--- src/rtl/twm_pkg.sv ---
// -----------------------------------------------------------------------------
// twm_pkg
// Types and constants shared by the threshold waveform meter modules.
// -----------------------------------------------------------------------------
package twm_pkg;

	localparam int SAMPLE_BITS   = 12;
	localparam int SKIP_BITS     = 8;
	localparam int MODE_BITS     = 2;
	localparam int DURATION_BITS = 24;
	localparam int APB_ADDR_BITS = 4;
	localparam int APB_DATA_BITS = 32;
	localparam int QUEUE_DEPTH   = 2;
	localparam int QUEUE_PTR_BITS = 1;
	localparam int QUEUE_CNT_BITS = 2;

	localparam logic [1:0] REG_THRESHOLD = 2'd0;
	localparam logic [1:0] REG_SKIP      = 2'd1;
	localparam logic [1:0] REG_MODE      = 2'd2;

	localparam logic [MODE_BITS-1:0] MODE_AMPLITUDE = 2'd0;
	localparam logic [MODE_BITS-1:0] MODE_HIGH_TIME = 2'd1;
	localparam logic [MODE_BITS-1:0] MODE_PERIOD    = 2'd2;

	localparam logic ACT_START  = 1'b0;
	localparam logic ACT_SAMPLE = 1'b1;

	localparam logic [SAMPLE_BITS-1:0] THRESHOLD_RESET = 12'd2048;
	localparam logic [SKIP_BITS-1:0]   SKIP_RESET      = 8'd4;
	localparam logic [MODE_BITS-1:0]   MODE_RESET      = MODE_AMPLITUDE;

	typedef struct packed {
		logic                   action;
		logic [SAMPLE_BITS-1:0] sample;
	} twm_in_t;

	typedef struct packed {
		logic [MODE_BITS-1:0]     kind;
		logic [SAMPLE_BITS-1:0]   high_level;
		logic [SAMPLE_BITS-1:0]   low_level;
		logic [DURATION_BITS-1:0] duration;
	} twm_out_t;

	typedef struct packed {
		logic                   start;
		logic                   high;
		logic                   above;
		logic [SAMPLE_BITS-1:0] sample;
	} twm_cls_t;

	typedef struct packed {
		logic [SKIP_BITS-1:0] skip_samples;
		logic [MODE_BITS-1:0] mode;
	} twm_cfg_t;

endpackage

--- src/rtl/threshold_waveform_measure_top.sv ---
// -----------------------------------------------------------------------------
// threshold_waveform_measure_top
// Threshold-crossing meter for converter samples: amplitude, high time and
// period, one result per finished measurement.
// -----------------------------------------------------------------------------
// The block takes one input beat per clock cycle, start commands and samples
// alike, and keeps that rate as long as results are taken. The input stage
// registers each beat with its threshold compare, a two-entry queue follows,
// and the sequencer steps once per beat; a result passes through the input
// stage register, the queue and the output register. A stalled result holds
// the sequencer; the queue and input stage then fill and stall the input after
// at most three more beats. The user must write registers over the APB port
// only while no measurement beat is in flight; the block does not enforce it.
module threshold_waveform_measure_top #(
	parameter int COUNT_BITS = 24
) (
	input  logic                               clk,
	input  logic                               arst_n,
	input  logic                               psel,
	input  logic                               penable,
	input  logic                               pwrite,
	input  logic [twm_pkg::APB_ADDR_BITS-1:0]  paddr,
	input  logic [twm_pkg::APB_DATA_BITS-1:0]  pwdata,
	output logic [twm_pkg::APB_DATA_BITS-1:0]  prdata,
	output logic                               pready,
	input  logic                               in_valid,
	output logic                               in_stall,
	input  twm_pkg::twm_in_t                   in_data,
	output logic                               out_valid,
	input  logic                               out_stall,
	output twm_pkg::twm_out_t                  out_data
);
	import twm_pkg::*;

	logic     cls_valid;
	logic     cls_ready;
	twm_cls_t cls;
	twm_cfg_t cfg;
	logic     q_valid;
	logic     q_pop;
	twm_cls_t q_data;

	twm_front u_front (
		.clk       (clk),
		.arst_n    (arst_n),
		.psel      (psel),
		.penable   (penable),
		.pwrite    (pwrite),
		.paddr     (paddr),
		.pwdata    (pwdata),
		.prdata    (prdata),
		.pready    (pready),
		.in_valid  (in_valid),
		.in_stall  (in_stall),
		.in_data   (in_data),
		.cls_valid (cls_valid),
		.cls_ready (cls_ready),
		.cls       (cls),
		.cfg       (cfg)
	);

	twm_queue u_queue (
		.clk        (clk),
		.arst_n     (arst_n),
		.push_valid (cls_valid),
		.push_ready (cls_ready),
		.push_data  (cls),
		.pop_valid  (q_valid),
		.pop        (q_pop),
		.pop_data   (q_data)
	);

	twm_back #(
		.COUNT_BITS (COUNT_BITS)
	) u_back (
		.clk       (clk),
		.arst_n    (arst_n),
		.q_valid   (q_valid),
		.q_pop     (q_pop),
		.q_data    (q_data),
		.cfg       (cfg),
		.out_valid (out_valid),
		.out_stall (out_stall),
		.out_data  (out_data)
	);

endmodule

--- src/rtl/twm_front.sv ---
// -----------------------------------------------------------------------------
// twm_front
// Register file and input stage: compares each sample with the threshold
// and hands classified beats to the queue.
// -----------------------------------------------------------------------------
module twm_front (
	input  logic                               clk,
	input  logic                               arst_n,
	input  logic                               psel,
	input  logic                               penable,
	input  logic                               pwrite,
	input  logic [twm_pkg::APB_ADDR_BITS-1:0]  paddr,
	input  logic [twm_pkg::APB_DATA_BITS-1:0]  pwdata,
	output logic [twm_pkg::APB_DATA_BITS-1:0]  prdata,
	output logic                               pready,
	input  logic                               in_valid,
	output logic                               in_stall,
	input  twm_pkg::twm_in_t                   in_data,
	output logic                               cls_valid,
	input  logic                               cls_ready,
	output twm_pkg::twm_cls_t                  cls,
	output twm_pkg::twm_cfg_t                  cfg
);
	import twm_pkg::*;

	logic [SAMPLE_BITS-1:0] threshold_q;
	logic [SKIP_BITS-1:0]   skip_q;
	logic [MODE_BITS-1:0]   mode_q;
	logic [1:0]             reg_idx;
	logic                   wr_en;
	logic                   valid_s1;
	twm_cls_t               cls_s1;
	logic                   take;

	assign pready  = 1'b1;
	assign reg_idx = paddr[3:2];
	assign wr_en   = psel && penable && pwrite && pready;

	always_ff @(posedge clk or negedge arst_n) begin
		if (!arst_n) begin
			threshold_q <= THRESHOLD_RESET;
			skip_q      <= SKIP_RESET;
			mode_q      <= MODE_RESET;
		end else if (wr_en) begin
			unique case (reg_idx)
				REG_THRESHOLD: threshold_q <= pwdata[SAMPLE_BITS-1:0];
				REG_SKIP:      skip_q      <= pwdata[SKIP_BITS-1:0];
				REG_MODE:      mode_q      <= pwdata[MODE_BITS-1:0];
				default: ;
			endcase
		end
	end

	always_comb begin
		unique case (reg_idx)
			REG_THRESHOLD: prdata = APB_DATA_BITS'(threshold_q);
			REG_SKIP:      prdata = APB_DATA_BITS'(skip_q);
			REG_MODE:      prdata = APB_DATA_BITS'(mode_q);
			default:       prdata = '0;
		endcase
	end

	assign cfg.skip_samples = skip_q;
	assign cfg.mode         = mode_q;

	// advance the stage when it is empty or its beat moves on
	assign in_stall = valid_s1 && !cls_ready;
	assign take     = in_valid && !in_stall;

	always_ff @(posedge clk or negedge arst_n) begin
		if (!arst_n) begin
			valid_s1 <= 1'b0;
		end else if (!in_stall) begin
			valid_s1 <= in_valid;
		end
	end

	always_ff @(posedge clk) begin
		if (take) begin
			cls_s1.start  <= (in_data.action == ACT_START);
			cls_s1.high   <= (in_data.sample >= threshold_q);
			cls_s1.above  <= (in_data.sample > threshold_q);
			cls_s1.sample <= in_data.sample;
		end
	end

	assign cls_valid = valid_s1;
	assign cls       = cls_s1;

endmodule

--- src/rtl/twm_queue.sv ---
// -----------------------------------------------------------------------------
// twm_queue
// Short queue of classified beats between the input stage and the
// measurement engine.
// -----------------------------------------------------------------------------
module twm_queue (
	input  logic              clk,
	input  logic              arst_n,
	input  logic              push_valid,
	output logic              push_ready,
	input  twm_pkg::twm_cls_t push_data,
	output logic              pop_valid,
	input  logic              pop,
	output twm_pkg::twm_cls_t pop_data
);
	import twm_pkg::*;

	twm_cls_t                  mem_q [QUEUE_DEPTH];
	logic [QUEUE_PTR_BITS-1:0] wr_ptr_q;
	logic [QUEUE_PTR_BITS-1:0] rd_ptr_q;
	logic [QUEUE_CNT_BITS-1:0] cnt_q;
	logic                      do_push;
	logic                      do_pop;

	assign push_ready = (cnt_q != QUEUE_CNT_BITS'(QUEUE_DEPTH));
	assign pop_valid  = (cnt_q != '0);
	assign do_push    = push_valid && push_ready;
	assign do_pop     = pop && pop_valid;
	assign pop_data   = mem_q[rd_ptr_q];

	always_ff @(posedge clk) begin
		if (do_push) begin
			mem_q[wr_ptr_q] <= push_data;
		end
	end

	always_ff @(posedge clk or negedge arst_n) begin
		if (!arst_n) begin
			wr_ptr_q <= '0;
			rd_ptr_q <= '0;
			cnt_q    <= '0;
		end else begin
			if (do_push) begin
				wr_ptr_q <= wr_ptr_q + 1'b1;
			end
			if (do_pop) begin
				rd_ptr_q <= rd_ptr_q + 1'b1;
			end
			if (do_push && !do_pop) begin
				cnt_q <= cnt_q + 1'b1;
			end else if (do_pop && !do_push) begin
				cnt_q <= cnt_q - 1'b1;
			end
		end
	end

endmodule

--- src/rtl/twm_back.sv ---
// -----------------------------------------------------------------------------
// twm_back
// Measurement engine: steps the measurement sequencer once per classified
// beat and holds the finished result in the output register.
// -----------------------------------------------------------------------------
module twm_back #(
	parameter int COUNT_BITS = 24
) (
	input  logic              clk,
	input  logic              arst_n,
	input  logic              q_valid,
	output logic              q_pop,
	input  twm_pkg::twm_cls_t q_data,
	input  twm_pkg::twm_cfg_t cfg,
	output logic              out_valid,
	input  logic              out_stall,
	output twm_pkg::twm_out_t out_data
);
	import twm_pkg::*;

	localparam logic [3:0] PH_IDLE    = 4'd0;
	localparam logic [3:0] PH_A_RISE  = 4'd1;
	localparam logic [3:0] PH_A_SKIP1 = 4'd2;
	localparam logic [3:0] PH_A_CAPH  = 4'd3;
	localparam logic [3:0] PH_A_FALL  = 4'd4;
	localparam logic [3:0] PH_A_SKIP2 = 4'd5;
	localparam logic [3:0] PH_A_CAPL  = 4'd6;
	localparam logic [3:0] PH_H_FIRST = 4'd7;
	localparam logic [3:0] PH_H_FALL  = 4'd8;
	localparam logic [3:0] PH_H_SKIP  = 4'd9;
	localparam logic [3:0] PH_H_RISE  = 4'd10;
	localparam logic [3:0] PH_H_COUNT = 4'd11;
	localparam logic [3:0] PH_P_RISE  = 4'd12;
	localparam logic [3:0] PH_P_HIGH  = 4'd13;
	localparam logic [3:0] PH_P_LOW   = 4'd14;

	localparam logic [COUNT_BITS-1:0] COUNT_MAX = {COUNT_BITS{1'b1}};
	localparam int EXT_BITS = COUNT_BITS + DURATION_BITS;

	logic [3:0]             phase_q;
	logic [SKIP_BITS-1:0]   skip_left_q;
	logic [COUNT_BITS-1:0]  run_count_q;
	logic [SAMPLE_BITS-1:0] held_high_q;
	logic                   out_valid_q;
	twm_out_t               out_q;

	logic [3:0]             n_phase;
	logic [SKIP_BITS-1:0]   n_skip_left;
	logic [COUNT_BITS-1:0]  n_run_count;
	logic [SAMPLE_BITS-1:0] n_held_high;
	logic                   emit;
	twm_out_t               emit_data;
	logic [COUNT_BITS-1:0]  count_inc;
	logic [SKIP_BITS-1:0]   skip_dec;
	logic [EXT_BITS-1:0]    count_ext;
	logic [DURATION_BITS-1:0] count_dur;

	// hold the queue while a result waits to be taken
	assign q_pop = q_valid && (!out_valid_q || !out_stall);

	assign count_inc = (run_count_q == COUNT_MAX) ? run_count_q : run_count_q + 1'b1;
	assign skip_dec  = skip_left_q - 1'b1;
	assign count_ext = EXT_BITS'(run_count_q);
	assign count_dur = count_ext[DURATION_BITS-1:0];

	always_comb begin
		n_phase     = phase_q;
		n_skip_left = skip_left_q;
		n_run_count = run_count_q;
		n_held_high = held_high_q;
		emit        = 1'b0;
		emit_data   = '0;
		if (q_data.start) begin
			n_skip_left = '0;
			n_run_count = '0;
			n_held_high = '0;
			unique case (cfg.mode)
				MODE_AMPLITUDE: n_phase = PH_A_RISE;
				MODE_HIGH_TIME: n_phase = PH_H_FIRST;
				MODE_PERIOD:    n_phase = PH_P_RISE;
				default:        n_phase = PH_IDLE;
			endcase
		end else begin
			unique case (phase_q)
				PH_A_RISE: begin
					if (q_data.high) begin
						n_skip_left = cfg.skip_samples;
						n_phase     = (cfg.skip_samples == '0) ? PH_A_CAPH : PH_A_SKIP1;
					end
				end
				PH_A_SKIP1: begin
					n_skip_left = skip_dec;
					if (skip_dec == '0) begin
						n_phase = PH_A_CAPH;
					end
				end
				PH_A_CAPH: begin
					n_held_high = q_data.sample;
					n_phase     = PH_A_FALL;
				end
				PH_A_FALL: begin
					if (!q_data.high) begin
						n_skip_left = cfg.skip_samples;
						n_phase     = (cfg.skip_samples == '0) ? PH_A_CAPL : PH_A_SKIP2;
					end
				end
				PH_A_SKIP2: begin
					n_skip_left = skip_dec;
					if (skip_dec == '0) begin
						n_phase = PH_A_CAPL;
					end
				end
				PH_A_CAPL: begin
					emit                 = 1'b1;
					emit_data.kind       = MODE_AMPLITUDE;
					emit_data.high_level = held_high_q;
					emit_data.low_level  = q_data.sample;
					n_phase              = PH_IDLE;
				end
				PH_H_FIRST: begin
					n_phase = q_data.above ? PH_H_FALL : PH_H_RISE;
				end
				PH_H_FALL: begin
					if (!q_data.high) begin
						n_skip_left = cfg.skip_samples;
						n_phase     = (cfg.skip_samples == '0) ? PH_H_RISE : PH_H_SKIP;
					end
				end
				PH_H_SKIP: begin
					n_skip_left = skip_dec;
					if (skip_dec == '0) begin
						n_phase = PH_H_RISE;
					end
				end
				PH_H_RISE: begin
					if (q_data.high) begin
						n_run_count = COUNT_BITS'(1);
						n_phase     = PH_H_COUNT;
					end
				end
				PH_H_COUNT: begin
					if (q_data.high) begin
						n_run_count = count_inc;
					end else begin
						emit               = 1'b1;
						emit_data.kind     = MODE_HIGH_TIME;
						emit_data.duration = count_dur;
						n_phase            = PH_IDLE;
					end
				end
				PH_P_RISE: begin
					if (q_data.high) begin
						n_run_count = '0;
						n_phase     = PH_P_HIGH;
					end
				end
				PH_P_HIGH: begin
					if (q_data.high) begin
						n_run_count = count_inc;
					end else begin
						n_phase = PH_P_LOW;
					end
				end
				PH_P_LOW: begin
					if (!q_data.high) begin
						n_run_count = count_inc;
					end else begin
						emit               = 1'b1;
						emit_data.kind     = MODE_PERIOD;
						emit_data.duration = count_dur;
						n_phase            = PH_IDLE;
					end
				end
				default: begin
					n_phase = PH_IDLE;
				end
			endcase
		end
	end

	always_ff @(posedge clk or negedge arst_n) begin
		if (!arst_n) begin
			phase_q     <= PH_IDLE;
			skip_left_q <= '0;
			run_count_q <= '0;
			held_high_q <= '0;
		end else if (q_pop) begin
			phase_q     <= n_phase;
			skip_left_q <= n_skip_left;
			run_count_q <= n_run_count;
			held_high_q <= n_held_high;
		end
	end

	always_ff @(posedge clk or negedge arst_n) begin
		if (!arst_n) begin
			out_valid_q <= 1'b0;
		end else if (q_pop) begin
			out_valid_q <= emit;
		end else if (!out_stall) begin
			out_valid_q <= 1'b0;
		end
	end

	always_ff @(posedge clk) begin
		if (q_pop && emit) begin
			out_q <= emit_data;
		end
	end

	assign out_valid = out_valid_q;
	assign out_data  = out_q;

endmodule

--- config.mk ---
export PLATFORM = sky130hd
export DESIGN_NAME = threshold_waveform_measure_top
export DESIGN_NICKNAME = d
export VERILOG_FILES = /design/src/rtl/twm_pkg.sv /design/src/rtl/threshold_waveform_measure_top.sv /design/src/rtl/twm_front.sv /design/src/rtl/twm_queue.sv /design/src/rtl/twm_back.sv
export SDC_FILE = /design/constraint.sdc
export NUM_CORES = 1
export LEC_CHECK = 0
export ABC_AREA = 1
export BUFFER_PORTS_ARGS = -buffer_cell sky130_fd_sc_hd__buf_2
export CORE_AREA = 2 2 129 131
export DETAILED_ROUTE_END_ITERATION = 10
export DIE_AREA = 0 0 131 133
export PLACE_DENSITY = 0.89
export SETUP_SLACK_MARGIN = 0.15
export SKIP_LAST_GASP = 1
export SLEW_MARGIN = 20
export SYNTH_ARGS = -nofsm -noshare
export SYNTH_HDL_FRONTEND = slang
export SYNTH_SLANG_ARGS = --single-unit
export TNS_END_PERCENT = 100
--- constraint.sdc ---
create_clock -name clk -period 7.4 [get_ports clk]
set_input_delay 0.74 -clock clk [delete_from_list [all_inputs] [get_ports clk]]
set_output_delay 0.74 -clock clk [all_outputs]
set_load 0.01 [all_outputs]
==> metrics.md <==
| Metric | Value |
|---|---|
| Status | `complete, no violations` |
| Later-pin clock latency in the skew report | `0.44 ns` |
| Data required time of the critical path | `7.45 ns` |
| Fraction of layout cells with a size suffix above 1 | `0.155` |
| CP Launch Type | `register` |
| Hold_buf cts | `0` |
| Crit-path max FO | `50` |
| Routed Antenna Nets | `0` |
| Seq/Total Area, Yosys | `0.546` |
| Worst slack at placement | `3.95 ns` |
| Clock Skews | `0.0119 ns` |
| Synth cell count leaders | `nand2_1 (288), nor2_1 (126), inv_1 (119)` |
| Wirelength per Cell | `14.4 um` |
| Cell count after synthesis | `1011` |
| Setup TNS | `0 ns` |
| Number of global-route vias before repair | `6685` |
| Root Buffer | `clkbuf_16` |
| Io pins | `141` |
| Setup slack after layout | `3.94 ns` |
| Core ar. | `16200 um^2` |
| Rel. slew slack | `0.294` |
| Final period demand of the worst path | `3.46 ns` |
| Met2 wire length | `9460 um` |
| Slew Limit Fails | `0` |
| Die Ht | `133 um` |
| Ys Warns | `0` |
| Pin count of the biggest net entering global routing | `77` |
| Total grt overflow | `0` |
| Synth cell types | `43` |
| CP Data Arrival Time | `3.51 ns` |
| Site Rows | `47` |
| Total GRT Usage | `0.233` |
| Mapped cell area | `8720 um^2` |
| Largest cells by area after synthesis | `edfxtp_1 (33%), dfrtp_1 (21%), nand2_1 (12%), nor2_1 (5.4%), inv_1 (5.1%)` |
| Area delta synth->final | `12.8%` |
| PwrDens | `328 nW/um^2` |
| Syn Area/Cell | `8.62 um^2` |
| Port Buf Inserts | `97` |
| Cell taking the most area after synthesis | `edfxtp_1` |
| Die X-Extent | `131 um` |
| Synthesized flop and latch total | `171` |
| Dpl cells | `1304` |
| Lkg Pwr | `4.46 nW` |
| Post-CTS resize count | `0` |
| Peak VDD IR | `0.219 mV` |
| Util after Layout | `0.608` |
| Postcts setup bufs | `0` |
| Top-count cell post-synth | `nand2_1` |
| Post-synthesis async set-or-reset flop share | `0.444` |
| Worst-path clk slew | `0.07 ns` |
| Post-Route WL | `19200 um` |
| Fin nets | `1180` |
| First-pass GRT wire length | `31700 um` |
| DR pass1 iterations | `5` |
| Setup violators final | `0` |
| DRC Markers | `0` |
| H-tree depth | `4` |
| Vias per cell | `5.32` |
| Crit path kind | `register to register` |
| GPL Wtd Cong | `0.946` |
| Highest routed layer | `met4` |
| Worst Hold Class | `input pin to asynchronous set/reset pin` |
| Wl on met1 | `7800 um` |
| Post-Layout Cell Count | `1336` |
| Period utilization | `0.468` |
| Vias post-DR | `7110` |
| CTS Buffer Depth | `2` |
| Final Power | `3.23 mW` |
| Crit end category | `register` |
| Die footprint | `17400 um^2` |
| Final Hold Violating Endpoints | `0` |
| Inserted Diodes | `0` |
| Post-synth EDFFs | `95` |
| Fmax | `289 MHz` |
| RSZ-0062 raised after global routing | `false` |
| CTS Buf Count | `17` |
| R2r worst-path depth | `8` |
| Clock sink total | `171` |
| Leading register cell type out of synthesis | `edfxtp_1` |
| Initial Utilization | `0.539` |
| Worst-Margin Slew | `1.06 ns` |
| First DRT Iteration DRCs | `710` |
| WL met3 | `1440 um` |
| Detail Placement HPWL | `13400 um` |
| TritonCTS clock tree | `yes` |
| Top-area cell type share of the netlist area | `0.327` |
| Initial antenna violation count | `0` |
| Max cap viols | `0` |
==> worst paths after layout <==
| path | from | end | slack (ns) |
|---|---|---|---|
| max | u_queue.rd_ptr_q$_DFFE_PN0P_ | u_back.out_data[9]$_SDFFCE_PP0P_ | 3.94 |
| min | arst_n | u_back.held_high_q[8]$_DFFE_PN0P_ | 0.41 |
| max reg2reg | u_queue.rd_ptr_q$_DFFE_PN0P_ | u_back.out_data[9]$_SDFFCE_PP0P_ | 3.94 |
| min reg2reg | u_front.cls[3]$_DFFE_PP_ | u_queue.mem_q[1][3]$_DFFE_PP_ | 0.45 |
| max in group asynchronous | arst_n | u_front.threshold_q[4]$_DFFE_PN0P_ | 6.46 |
| min in group clk | u_front.cls[3]$_DFFE_PP_ | u_queue.mem_q[1][3]$_DFFE_PP_ | 0.45 |
==> cells in the final DEF (no fill, tap or decap), drive strengths merged, types with 6 or more instances in the layout <==
cell    synthesis  final
edfxtp         95     95
nor2          135    135
clkbuf         11     17
o21ai          84     84
inv           127    136
dfrtp          74     74
nor3            7      7
ha             21     21
nand2         293    293
conb            2     21
o22ai           7      7
clkinv          0      6
nand4          12     12
nand3          56     56
buf            35    100
a21oi          27     27
==> registers in the layout, summed over array words and instances, names as in the netlist <==
register,cells
u_queue.mem_q,30
u_front.cls,15
u_back.out_data,50
u_front.threshold_q,12
u_back.skip_left_q,8
u_back.out_valid,1
u_back.phase_q,4
u_front.cls_valid,1
u_back.count_dur,24
u_back.held_high_q,12
u_front.mode_q,2
u_queue.wr_ptr_q,1
u_front.skip_q,8
u_queue.cnt_q,2
u_queue.rd_ptr_q,1
==> critical path: stages (launching register included) <==
cell	delay (ns)
dfrtp_1	0.74
inv_4	0.19
nand2_2	0.12
nand2_4	0.16
inv_2	0.51
nand3_2	0.21
o21ai_1	0.17
o21ai_0	0.14
inv_2	0.79
==> final cells by class <==
class	instances	area, um^2
fillers	1281	6340
flip-flops and latches	171	4760
multi-input cells	686	3250
repair buffers	100	512
inverters	127	479
clock buffers	17	425
well taps	220	275
clock inverters	15	133
==> per-layer routing <==
metal  up-vias  global-route usage
met2       349               0.371
li1       3433                   -
met4         0               0.103
met3        45              0.0554
met1      3283               0.303
met5         -                   0
==> power breakdown <==
| group | switching, mW | internal [mW] | total [mW] |
|---|---|---|---|
| sequential | 0.113 | 1.21 | 1.32 |
| clock | 0.399 | 0.442 | 0.841 |
| combinational | 0.765 | 0.303 | 1.07 |
| total | 1.28 | 1.95 | 3.23 |
==> kinds of logic (layout without fill, tap and decap cells) <==
| kind of cell | Yosys count | count (layout) | share of synthesized area |
|---|---|---|---|
| adders and majority gates | 21 | 21 | 0.0301 |
| and+or+nand+nor | 507 | 507 | 0.244 |
| other | 2 | 21 | 0.000861 |
| buffers and inverters | 173 | 259 | 0.0896 |
| AOI/OAI and AO/OA | 133 | 133 | 0.0863 |
| DFF | 171 | 171 | 0.546 |
| xor gates and xnor gates | 4 | 4 | 0.00402 |
==> per-stage QoR <==
step                      hold slack (ns)  area (um^2)
final                               0.409         9840
after global routing                0.467         9840
after CTS                           0.451         9830
after detailed placement            0.437         9270
after global placement              0.423         9270
after floorplan                     0.421         8790
Power figures use the tool's default switching activity.
